### src/rtl/core/srmm_pkg.sv
// Shared constants, types and state encoding for the step response metric monitor.
package srmm_pkg;

  localparam int SAMPLE_BITS = 16;
  localparam int COUNT_BITS  = 20;

  localparam int BAND_W  = 16;
  localparam int WGT_W   = 8;
  localparam int DEN_W   = WGT_W + 2;
  localparam int OVS_W   = SAMPLE_BITS + 1;
  localparam int SCORE_W = COUNT_BITS + 1;
  localparam int ERR_W   = SAMPLE_BITS + 1;
  localparam int MA_W    = (COUNT_BITS + 1 > SAMPLE_BITS + 2) ? COUNT_BITS + 1 : SAMPLE_BITS + 2;
  localparam int MB_W    = BAND_W;
  localparam int PROD_W  = MA_W + MB_W + 1;
  localparam int NUM_W   = ((COUNT_BITS > OVS_W) ? COUNT_BITS : OVS_W) + WGT_W + 3;
  localparam int DCNT_W  = $clog2(NUM_W + 1);

  localparam int CFG_IDX_W  = 3;
  localparam int CFG_DATA_W = BAND_W;

  localparam logic [CFG_IDX_W-1:0] REG_RISE_BAND   = 3'd0;
  localparam logic [CFG_IDX_W-1:0] REG_SETTLE_BAND = 3'd1;
  localparam logic [CFG_IDX_W-1:0] REG_W_RISE      = 3'd2;
  localparam logic [CFG_IDX_W-1:0] REG_W_OVS       = 3'd3;
  localparam logic [CFG_IDX_W-1:0] REG_W_SETTLE    = 3'd4;

  localparam logic [BAND_W-1:0] RISE_BAND_RST   = 16'd6554;
  localparam logic [BAND_W-1:0] SETTLE_BAND_RST = 16'd1311;
  localparam logic [WGT_W-1:0]  WGT_RST         = 8'd1;

  typedef enum logic [3:0] {
    S_IDLE,
    S_BAND_R,
    S_BAND_S,
    S_UPD,
    S_MUL_R,
    S_MUL_O,
    S_MUL_S,
    S_ACC,
    S_DIV_GO,
    S_DIV_WAIT,
    S_DONE
  } state_t;

  typedef struct packed {
    logic start;
  } div_ctrl_t;

  typedef struct packed {
    logic busy;
    logic done;
  } div_stat_t;

endpackage

### src/rtl/core/srmm_div.sv
// Restoring unsigned divider, one quotient bit per cycle.
module srmm_div (
  input  logic                            clk,
  input  logic                            rst,
  input  srmm_pkg::div_ctrl_t             ctrl,
  input  logic [srmm_pkg::NUM_W-1:0]      dividend,
  input  logic [srmm_pkg::DEN_W-1:0]      divisor,
  output srmm_pkg::div_stat_t             stat,
  output logic [srmm_pkg::NUM_W-1:0]      quotient
);

  logic [srmm_pkg::NUM_W-1:0]  quo;
  logic [srmm_pkg::DEN_W-1:0]  rem;
  logic [srmm_pkg::DEN_W-1:0]  den;
  logic [srmm_pkg::DCNT_W-1:0] cnt;
  logic                        busy;
  logic                        done;

  logic [srmm_pkg::DEN_W:0]    rem_sh;
  logic [srmm_pkg::DEN_W:0]    diff;
  logic                        qbit;
  logic [srmm_pkg::DEN_W-1:0]  rem_next;

  always_comb begin
    rem_sh   = {rem, quo[srmm_pkg::NUM_W-1]};
    diff     = rem_sh - {1'b0, den};
    qbit     = ~diff[srmm_pkg::DEN_W];
    rem_next = qbit ? diff[srmm_pkg::DEN_W-1:0] : rem_sh[srmm_pkg::DEN_W-1:0];
  end

  always_ff @(posedge clk) begin
    if (rst) begin
      busy <= 1'b0;
      done <= 1'b0;
      cnt  <= '0;
    end else begin
      done <= 1'b0;
      if (ctrl.start) begin
        busy <= 1'b1;
        cnt  <= srmm_pkg::DCNT_W'(srmm_pkg::NUM_W);
      end else if (busy) begin
        cnt <= cnt - 1'b1;
        if (cnt == srmm_pkg::DCNT_W'(1)) begin
          busy <= 1'b0;
          done <= 1'b1;
        end
      end
    end
  end

  always_ff @(posedge clk) begin
    if (ctrl.start) begin
      quo <= dividend;
      rem <= '0;
      den <= divisor;
    end else if (busy) begin
      quo <= {quo[srmm_pkg::NUM_W-2:0], qbit};
      rem <= rem_next;
    end
  end

  assign stat.busy = busy;
  assign stat.done = done;
  assign quotient  = quo;

endmodule

### src/rtl/core/step_response_metric_monitor.sv
// Step response metric monitor: top level with sequencer, shared multiplier and divider.
//
// Usage:
//   sample channel: measured/setpoint with sample_valid, accepted when sample_stall is low.
//   result channel: rise_samples, overshoot, settle_samples, score, armed with
//     result_valid, taken when result_stall is low.
//   cfg channel: cfg_index/cfg_data with cfg_valid; cfg_ready is always high.
//     Index 0 rise band, 1 settle band, 2..4 weights of rise, overshoot, settle.
//     Write only while the block is idle.
// Path from accept to result_valid:
//   a re-arm or setpoint change item goes from idle straight to S_DONE,
//   a sample outside the settling band, or with all weights zero, passes the two band products and the update,
//   and when the score is recomputed the two band products, three weighted
//   products on the shared multiplier and one accumulate are followed by the
//   one-bit-per-cycle divider (31 steps) for the weighted average.
// One item at a time; sample_stall holds until its result loads, so no new item is accepted before then.
// The result sits in an output register, so a new item is accepted while it
// waits; a finished second item holds until the first is taken.
// Reset clears all metric state and loads the default register values;
// the first item after reset re-arms the monitor.
module step_response_metric_monitor (
  input  logic                                   clk,
  input  logic                                   rst,
  input  logic                                   sample_valid,
  output logic                                   sample_stall,
  input  logic signed [srmm_pkg::SAMPLE_BITS-1:0] measured,
  input  logic signed [srmm_pkg::SAMPLE_BITS-1:0] setpoint,
  output logic                                   result_valid,
  input  logic                                   result_stall,
  output logic [srmm_pkg::COUNT_BITS-1:0]        rise_samples,
  output logic signed [srmm_pkg::OVS_W-1:0]      overshoot,
  output logic [srmm_pkg::COUNT_BITS-1:0]        settle_samples,
  output logic signed [srmm_pkg::SCORE_W-1:0]    score,
  output logic                                   armed,
  input  logic                                   cfg_valid,
  output logic                                   cfg_ready,
  input  logic [srmm_pkg::CFG_IDX_W-1:0]         cfg_index,
  input  logic [srmm_pkg::CFG_DATA_W-1:0]        cfg_data
);

  localparam logic [srmm_pkg::COUNT_BITS-1:0] CMAX = '1;

  srmm_pkg::state_t state, state_next;

  logic [srmm_pkg::BAND_W-1:0] rise_band, settle_band;
  logic [srmm_pkg::WGT_W-1:0]  w_rise, w_ovs, w_settle;

  logic                                   armed_flag;
  logic signed [srmm_pkg::SAMPLE_BITS-1:0] start_value;
  logic signed [srmm_pkg::SAMPLE_BITS-1:0] prev_setpoint;
  logic                                   rise_done;
  logic [srmm_pkg::COUNT_BITS-1:0]        rise_count;
  logic signed [srmm_pkg::SAMPLE_BITS-1:0] peak_value;
  logic [srmm_pkg::COUNT_BITS-1:0]        settle_count;
  logic signed [srmm_pkg::SCORE_W-1:0]    score_reg;

  logic signed [srmm_pkg::SAMPLE_BITS-1:0] m_reg, sp_reg;
  logic [srmm_pkg::ERR_W-1:0]             err, span;
  logic                                   out_rise;
  logic signed [srmm_pkg::PROD_W-1:0]     prod;
  logic signed [srmm_pkg::NUM_W-1:0]      acc;
  logic                                   num_neg;

  logic                                   accept;
  logic signed [srmm_pkg::ERR_W-1:0]      err_d, span_d;
  logic [srmm_pkg::ERR_W-1:0]             err_mag, span_mag;
  logic signed [srmm_pkg::OVS_W-1:0]      ovs;
  logic [srmm_pkg::PROD_W-1:0]            err_sh;
  logic                                   beyond;
  logic [srmm_pkg::DEN_W-1:0]             wsum;
  logic signed [srmm_pkg::NUM_W-1:0]      acc_sum;
  logic [srmm_pkg::NUM_W-1:0]             num_mag;
  logic signed [srmm_pkg::MA_W-1:0]       mul_a;
  logic [srmm_pkg::MB_W-1:0]              mul_b;
  logic                                   res_load;

  srmm_pkg::div_ctrl_t                    div_ctrl;
  srmm_pkg::div_stat_t                    div_stat;
  logic [srmm_pkg::NUM_W-1:0]             quotient;

  assign accept    = sample_valid & ~sample_stall;
  assign cfg_ready = 1'b1;

  always_comb begin
    err_d    = {setpoint[srmm_pkg::SAMPLE_BITS-1], setpoint}
             - {measured[srmm_pkg::SAMPLE_BITS-1], measured};
    span_d   = {setpoint[srmm_pkg::SAMPLE_BITS-1], setpoint}
             - {start_value[srmm_pkg::SAMPLE_BITS-1], start_value};
    err_mag  = err_d[srmm_pkg::ERR_W-1] ? -err_d : err_d;
    span_mag = span_d[srmm_pkg::ERR_W-1] ? -span_d : span_d;
    ovs      = {peak_value[srmm_pkg::SAMPLE_BITS-1], peak_value}
             - {sp_reg[srmm_pkg::SAMPLE_BITS-1], sp_reg};
    err_sh   = {{(srmm_pkg::PROD_W - srmm_pkg::ERR_W - 16){1'b0}}, err, 16'd0};
    beyond   = err_sh > $unsigned(prod);
    wsum     = srmm_pkg::DEN_W'(w_rise) + srmm_pkg::DEN_W'(w_ovs) + srmm_pkg::DEN_W'(w_settle);
    acc_sum  = acc + prod[srmm_pkg::NUM_W-1:0];
    num_mag  = acc[srmm_pkg::NUM_W-1] ? -acc : acc;
    res_load = (state == srmm_pkg::S_DONE) && (!result_valid || !result_stall);
  end

  // next state
  always_comb begin
    state_next = state;
    case (state)
      srmm_pkg::S_IDLE: begin
        if (accept) begin
          if (!armed_flag || setpoint != prev_setpoint) state_next = srmm_pkg::S_DONE;
          else state_next = srmm_pkg::S_BAND_R;
        end
      end
      srmm_pkg::S_BAND_R: state_next = srmm_pkg::S_BAND_S;
      srmm_pkg::S_BAND_S: state_next = srmm_pkg::S_UPD;
      srmm_pkg::S_UPD: begin
        if (beyond || wsum == '0) state_next = srmm_pkg::S_DONE;
        else state_next = srmm_pkg::S_MUL_R;
      end
      srmm_pkg::S_MUL_R: state_next = srmm_pkg::S_MUL_O;
      srmm_pkg::S_MUL_O: state_next = srmm_pkg::S_MUL_S;
      srmm_pkg::S_MUL_S: state_next = srmm_pkg::S_ACC;
      srmm_pkg::S_ACC: state_next = srmm_pkg::S_DIV_GO;
      srmm_pkg::S_DIV_GO: state_next = srmm_pkg::S_DIV_WAIT;
      srmm_pkg::S_DIV_WAIT: begin
        if (div_stat.done) state_next = srmm_pkg::S_DONE;
      end
      srmm_pkg::S_DONE: begin
        if (res_load) state_next = srmm_pkg::S_IDLE;
      end
      default: state_next = srmm_pkg::S_IDLE;
    endcase
  end

  // sequencer outputs
  always_comb begin
    sample_stall   = (state != srmm_pkg::S_IDLE);
    div_ctrl.start = (state == srmm_pkg::S_DIV_GO);
    mul_a          = '0;
    mul_b          = '0;
    case (state)
      srmm_pkg::S_BAND_R: begin
        mul_a = $signed({{(srmm_pkg::MA_W - srmm_pkg::ERR_W){1'b0}}, span});
        mul_b = rise_band;
      end
      srmm_pkg::S_BAND_S: begin
        mul_a = $signed({{(srmm_pkg::MA_W - srmm_pkg::ERR_W){1'b0}}, span});
        mul_b = settle_band;
      end
      srmm_pkg::S_MUL_R: begin
        mul_a = $signed({{(srmm_pkg::MA_W - srmm_pkg::COUNT_BITS){1'b0}}, rise_count});
        mul_b = srmm_pkg::MB_W'(w_rise);
      end
      srmm_pkg::S_MUL_O: begin
        mul_a = {{(srmm_pkg::MA_W - srmm_pkg::OVS_W){ovs[srmm_pkg::OVS_W-1]}}, ovs};
        mul_b = srmm_pkg::MB_W'(w_ovs);
      end
      srmm_pkg::S_MUL_S: begin
        mul_a = $signed({{(srmm_pkg::MA_W - srmm_pkg::COUNT_BITS){1'b0}}, settle_count});
        mul_b = srmm_pkg::MB_W'(w_settle);
      end
      default: begin
        mul_a = '0;
        mul_b = '0;
      end
    endcase
  end

  srmm_div u_div (
    .clk      (clk),
    .rst      (rst),
    .ctrl     (div_ctrl),
    .dividend (num_mag),
    .divisor  (wsum),
    .stat     (div_stat),
    .quotient (quotient)
  );

  always_ff @(posedge clk) begin
    if (rst) begin
      state         <= srmm_pkg::S_IDLE;
      rise_band     <= srmm_pkg::RISE_BAND_RST;
      settle_band   <= srmm_pkg::SETTLE_BAND_RST;
      w_rise        <= srmm_pkg::WGT_RST;
      w_ovs         <= srmm_pkg::WGT_RST;
      w_settle      <= srmm_pkg::WGT_RST;
      armed_flag    <= 1'b0;
      start_value   <= '0;
      prev_setpoint <= '0;
      rise_done     <= 1'b0;
      rise_count    <= '0;
      peak_value    <= '0;
      settle_count  <= '0;
      score_reg     <= '0;
      result_valid  <= 1'b0;
    end else begin
      state <= state_next;
      if (cfg_valid && cfg_ready) begin
        case (cfg_index)
          srmm_pkg::REG_RISE_BAND:   rise_band   <= cfg_data;
          srmm_pkg::REG_SETTLE_BAND: settle_band <= cfg_data;
          srmm_pkg::REG_W_RISE:      w_rise      <= cfg_data[srmm_pkg::WGT_W-1:0];
          srmm_pkg::REG_W_OVS:       w_ovs       <= cfg_data[srmm_pkg::WGT_W-1:0];
          srmm_pkg::REG_W_SETTLE:    w_settle    <= cfg_data[srmm_pkg::WGT_W-1:0];
          default: ;
        endcase
      end
      if (accept) begin
        if (!armed_flag) begin
          armed_flag    <= 1'b1;
          start_value   <= measured;
          prev_setpoint <= setpoint;
          rise_done     <= 1'b0;
          rise_count    <= srmm_pkg::COUNT_BITS'(1);
          peak_value    <= measured;
          settle_count  <= '0;
          score_reg     <= '0;
        end else if (setpoint != prev_setpoint) begin
          armed_flag <= 1'b0;
        end
      end
      if (state == srmm_pkg::S_UPD) begin
        if (!rise_done && out_rise) begin
          if (rise_count != CMAX) rise_count <= rise_count + 1'b1;
        end else begin
          rise_done <= 1'b1;
        end
        if (sp_reg >= 0) begin
          if (m_reg > peak_value) peak_value <= m_reg;
        end else begin
          if (m_reg < peak_value) peak_value <= m_reg;
        end
        if (beyond) begin
          if (settle_count != CMAX) settle_count <= settle_count + 1'b1;
        end else if (wsum == '0) begin
          score_reg <= '0;
        end
      end
      if (state == srmm_pkg::S_DIV_WAIT && div_stat.done) begin
        score_reg <= num_neg ? $signed(quotient[srmm_pkg::SCORE_W-1:0])
                             : -$signed(quotient[srmm_pkg::SCORE_W-1:0]);
      end
      if (res_load) result_valid <= 1'b1;
      else if (!result_stall) result_valid <= 1'b0;
    end
  end

  // datapath registers without reset
  always_ff @(posedge clk) begin
    prod <= mul_a * $signed({1'b0, mul_b});
    if (accept) begin
      m_reg  <= measured;
      sp_reg <= setpoint;
      err    <= err_mag;
      span   <= span_mag;
    end
    if (state == srmm_pkg::S_BAND_S) out_rise <= beyond;
    if (state == srmm_pkg::S_MUL_O) acc <= prod[srmm_pkg::NUM_W-1:0];
    if (state == srmm_pkg::S_MUL_S || state == srmm_pkg::S_ACC) acc <= acc_sum;
    if (state == srmm_pkg::S_DIV_GO) num_neg <= acc[srmm_pkg::NUM_W-1];
    if (res_load) begin
      rise_samples   <= rise_count;
      overshoot      <= ovs;
      settle_samples <= settle_count;
      score          <= score_reg;
      armed          <= armed_flag;
    end
  end

endmodule

### config.mk
export PLATFORM = sky130hd
export DESIGN_NAME = step_response_metric_monitor
export DESIGN_NICKNAME = d
export VERILOG_FILES = /design/src/rtl/core/srmm_pkg.sv /design/src/rtl/core/srmm_div.sv /design/src/rtl/core/step_response_metric_monitor.sv
export SDC_FILE = /design/constraint.sdc
export NUM_CORES = 2
export LEC_CHECK = 0
export BUFFER_PORTS_ARGS = -buffer_cell sky130_fd_sc_hd__clkbuf_2
export CAP_MARGIN = 40
export CORE_AREA = 2 2 259 261
export DETAILED_ROUTE_END_ITERATION = 6
export DIE_AREA = 0 0 261 263
export PLACE_DENSITY = 0.72
export REMOVE_ABC_BUFFERS = 1
export SLEW_MARGIN = 20
export SYNTH_ARGS = -nofsm -noshare
export SYNTH_HDL_FRONTEND = slang
export SYNTH_SLANG_ARGS = --single-unit
### constraint.sdc
create_clock -name clk -period 9.4 [get_ports clk]
set_input_delay 1.41 -clock clk [delete_from_list [all_inputs] [get_ports clk]]
set_output_delay 1.41 -clock clk [all_outputs]
set_load 0.02 [all_outputs]
* Word-level counts from Yosys, hierarchy flattened *
Index checks and enable logic that the tools add are counted.

cells by class
  add/sub/neg operators = 14
  bitwise logic cells = 5
  divide/modulo/power cells = 0
  shift-type cells = 0
  magnitude comparators = 4
  reduce and logical (&&, ||, !) cells = 26
  equal/unequal tests = 22
  $mul = 1
  multiplexer cells = 53

operator list
  cell                                                                 number
  two-way mux 20 bit                                                   10
  two-way mux 31 bit                                                   5
  two-way mux 21 bit                                                   7
  two-way mux 16 bit                                                   8
  one-hot mux 21 bit (4 select lines)                                  1
  one-hot mux 16 bit (5 select lines)                                  1
  subtractor 16 x 16 -> 17 bit                                         3
  one-hot mux 4 bit (11 select lines)                                  1
  adder 20 x 1 -> 20 bit (second input constant)                       2
  inequality test 20 bit (second input constant)                       2
  > comparator 33 x 38 -> 1 bit                                        1
  multiplier 21 x 17 -> 38 bit                                         1
  negation 17 bit                                                      2
  adder 31 bit                                                         1
  negation 31 bit                                                      1
  negation 21 bit                                                      1
  two-way mux 4 bit                                                    5
  equality test 4 x 3 -> 1 bit (second input constant)                 4
  greater-or-equal comparator 16 x 1 -> 1 bit (second input constant)  1
  > comparator 16 bit                                                  1
  < comparator 16 bit                                                  1
  inequality test 16 bit                                               1
  equality test 4 bit (second input constant)                          3
  two-way mux 1 bit                                                    12
  other kinds (28)                                                     50

word-level totals
  bits in latches = 0
  bits in registers = 446
  memories = 0
  input bits = 56
  logic and storage cells = 161
  memory bits (writable) = 0
  output and inout port bits = 82
  memory bits (read-only) = 0

* Logic depth before layout (Yosys ltp) *
  depth in word-level cells = 8
  gate-level depth with buffers = 35

* Cells and area by module *
Synthesis repeated with hierarchy kept, for this count alone.

unflattened totals
  cell total of the unflattened synthesis = 3851
  area total of the unflattened synthesis = 35893.2 µm²

modules (own cells, without submodules)
  module                        cells an instance  sequential area each (µm²)  instances  area each (µm²)
  step_response_metric_monitor  3620               9549.2                      1          32997.9
  srmm_div                      231                1571.5                      1          2895.3

* Worst setup path before layout *
Ideal clock, no wire load.

  kind = register to register
  start point = register peak_value[0] in the netlist's numbering
  end point = register prod[35] in the netlist's numbering
  setup slack = 1.497 ns
  setup time = 0.072 ns
  cell stages (with the launch flop) = 33
  arrival time = 7.830 ns
  period minus slack after synthesis = 7.903 ns
  cells stage by stage = dfxtp_1 > inv_1 > ha_1 > fa_1 > nor2b_1 > o21ai_0 > a21boi_1 > o21a_1 > o21bai_1 > a21oi_1 > o31ai_1 > a21boi_1 > nor2_1 > fa_1 > inv_1 > fa_1 > fa_1 > inv_1 > fa_1 > fa_1 > inv_1 > fa_1 > inv_1 > ha_1 > and2_1 > a221o_1 > nor3_1 > a21oi_1 > a221oi_2 > nand3b_1 > nand2_1 > a311oi_1 > xnor2_1

on the way
  cells in the longest elaborated chain, start to end = 3

RTL lines
  item                                 line                                 source
  start: declaration                   step_response_metric_monitor.sv:53   logic signed [srmm_pkg::SAMPLE_BITS-1:0] peak_value;
  start signal: assignment             step_response_metric_monitor.sv:212  peak_value <= measured;
  start signal: assignment             step_response_metric_monitor.sv:226  if (m_reg > peak_value) peak_value <= m_reg;
  start signal: assignment             step_response_metric_monitor.sv:228  if (m_reg < peak_value) peak_value <= m_reg;
  subtractor 16 x 16 -> 17 bit         step_response_metric_monitor.sv:92   - {sp_reg[srmm_pkg::SAMPLE_BITS-1], sp_reg};
  named net ovs, one bit               step_response_metric_monitor.sv:67   logic signed [srmm_pkg::OVS_W-1:0] ovs;
  one-hot mux 21 bit (4 select lines)  step_response_metric_monitor.sv:138  case (state)
  multiplier 21 x 17 -> 38 bit         step_response_metric_monitor.sv:247  prod <= mul_a * $signed({1'b0, mul_b});
  end signal: assignment               step_response_metric_monitor.sv:247
  end: declaration                     step_response_metric_monitor.sv:60   logic signed [srmm_pkg::PROD_W-1:0] prod;

The timed path passes the listed nets, and every way through them passes these cells.
A chain may end at the register's enable or synchronous reset.

* Worst setup path after layout *
  start point = register peak_value[0] in the netlist's numbering
  end point = register prod[36] in the netlist's numbering

Same word-level chain as after synthesis.

==> metrics.yaml <==
layout:
  syn2layout_area_growth_pct: 9.95
  largest_reg_flops: 42
  layout-drive-gt1-share: 0.0809
  n_antenna_cell: 0
  final_area_um2: 39500
  nets: 4700
clocking:
  insertion_delay_ns: 0.62
  cts_tree: "yes"
  root_buffer: "clkbuf_16"
  path_clk_slew_ns: 0.06
  cts_sinks: 446
  ctsResizeCount: 0
  cts_hold_buffers: 0
  clk_path_buf_depth: 3
  htree_levels: 2
  cts_buffers: 49
  cts_setup_buffers: 0
grt:
  grt_usage: 0.272
  grt_max_degree: 74
  grt_pass1_wl_mm: 148
  gr-total-overflow: 0
  antenna_found_initial: 2
  grt_pass1_vias: 27978
placement:
  dpl.hpwl_mm: 72.3
  dpl-instance-area_um2: 37800
  place.gp.congestion: 0.929
  io_buffers: 136
floorplan:
  coreArea_um2: 65600
  die_h_um: 263
  initial_core_util: 0.547
  dieWidth_um: 261
  dieArea_um2: 68600
  std_cell_rows: 94
  ioPinCount: 138
timing:
  finClkSkew_ns: 0.0196
  period_minus_slack_ns: 8.66
  hold_violations: 0
  holdWs_ns: 0.434
  setup-tns-final_ns: 0
  fmax_ghz: 0.115
  tightest_slew_ns: 0.874
  setup_viol: 0
  slew_headroom: 0.418
  fin_crit_sh: 0.922
  rsz0062_at_grt: "false"
  slew_viol_final: 0
critical_path:
  reg2reg_slack_ns: 0.74
  start_kind: "register"
  worstPathRequired_ns: 9.90
  crit_slowest_cell: "fa_1"
  rr_endpoint: "prod[36]"
  critPathKind: "register to register"
  crit_path_max_fanout: 6
  cp_common_cell: "fa_1"
  reg2reg_depth: 31
  r2r-start: "peak_value[0]"
  critical_path.max_stage_delay_ns: 0.77
  crit_path_end_kind: "register"
  crit_arrival_ns: 9.16
synthesis:
  synth.avg_cell_area_um2: 9.18
  synth-edff-count: 219
  synth_commonest_cells: "inv_1 (564), nand2_1 (518), fa_1 (349)"
  syn_inst: 3914
  yosysMostFrequentCell: "inv_1"
  async_flop_share: 0
  netlist.area_leader.share: 0.195
  yosysTopAreaCell: "fa_1"
  ys_warn_count: 0
  synthFlopType: "dfxtp_1"
  ys_top_cells_by_area: "fa_1 (19%), edfxtp_1 (18%), dfxtp_1 (13%)"
  ys_seq_area_frac: 0.310
  synthDistinctLibCells: 88
  ys_seq_elements: 446
  synth_area_um2: 35900
detailed_routing:
  vias: 28310
  drt_iter0_drc: 2265
  routed_via_density: 5.70
  wl_per_cell_um: 18.5
  drc: 1
  antenna_left: 0
  drt_wl_total_mm: 92.0
  dr.pass1.iters: 7
run_status:
  violations: "design-rule violations"
  status: "finished, violations left"
power_and_ir_drop:
  p_leak_nw: 17.3
  p_per_area_nw_per_um2: 232
  fin_total_pwr_mw: 9.16
  switching_share: 0.417
  power.internal_mw: 5.34
  p_seq_frac: 0.316
  peakVddDrop_v: 0.000199
  power_frac_clock: 0.210
  pwr-share-comb: 0.475
  p_switching_mw: 3.81
min_path:
  min_path_type: "register to register"
  holdCritStartpoint: "score_reg[14]"
  hold_path_end: "score[14]"
  holdPathStages: 0
run:
  cap_violations: 0
metrics by stage:
step | cells | util | setup WS, ns
after floorplan | 3820 | - | 0.850
after global placement | 4867 | 0.575 | 0.782
after detailed placement | 4874 | 0.576 | 0.664
after CTS | 4966 | 0.601 | 0.591
after global routing | 4969 | 0.602 | 0.000353
final | 4969 | 0.602 | 0.736
routing by layer:
layer / part of all wire / track usage / vias to the layer above
met5: 0.00024 / 0 / -
met4: 0.045 / 0.110 / 4
met3: 0.075 / 0.0439 / 218
met2: 0.47 / 0.449 / 1068
met1: 0.41 / 0.357 / 13683
li1: - / - / 13337
worst max-delay path, delay by kind of cell (launching register included):
family | cells | cell delay (ns)
fa+ha+maj | 9 | 4.07
compound gates | 11 | 2.61
simple gates | 6 | 1.14
flops | 1 | 0.33
buf+inv | 4 | 0.26
xor+xnor | 1 | 0.13
kinds of logic (layout without fill, tap and decap cells):
group | after synthesis | in the layout | synth area share
XOR/XNOR | 204 | 204 | 0.0498
flip-flops | 446 | 446 | 0.310
multiplexers | 31 | 31 | 0.00892
AND/OR/NAND/NOR | 1208 | 1208 | 0.152
buffers and inverters | 702 | 853 | 0.0735
adder cells (fa/ha/maj) | 580 | 580 | 0.275
AO/OA/AOI/OAI | 741 | 741 | 0.131
other | 2 | 42 | 0.000209
power groups by stage:
stage / clock network, mW / registers [mW] / logic [mW]
3_3_place_gp: 0 / 2.91 / 4.19
6_report: 1.92 / 2.89 / 4.35
3_5_place_dp: 0 / 2.92 / 4.27
4_1_cts: 1.95 / 2.88 / 4.30
2_1_floorplan: 0 / 2.86 / 3.10
5_1_grt: 2.02 / 2.93 / 4.88
cell type report:
cell class	count	area [µm²]
clock buffers	66	1340
clock inverters	26	272
fillers	5635	26100
inverters	568	2130
multi-input cells	2806	22400
flip-flops and latches	446	11100
well taps	864	1080
repair buffers	193	1180
cells in the final DEF (no fill, tap or decap), types with 52 or more instances in the layout:
cell      netlist  final
o21ai_0       149    149
xnor2_1       129    129
nor2_1        304    302
a21oi_1       233    230
inv_1         564    563
dfxtp_1       227    227
nand2_1       518    517
xor2_1         75     75
clkbuf_2        0    135
nand3_1        81     81
fa_1          349    349
edfxtp_1      219    219
buf_4           1     52
ha_1          231    231
worst max path at each step:
stage	from	end	slack (ns)	cells after the start
detailed placement	peak_value[0]	prod[36]	0.66	31
floorplan	state[1]	prod[35]	0.85	26
global placement	peak_value[0]	prod[36]	0.78	31
finish	peak_value[0]	prod[36]	0.74	31
CTS	peak_value[0]	prod[36]	0.59	31
global route	sp_reg[2]	prod[36]	0.0004	30
(Power assumes the default switching activity.)
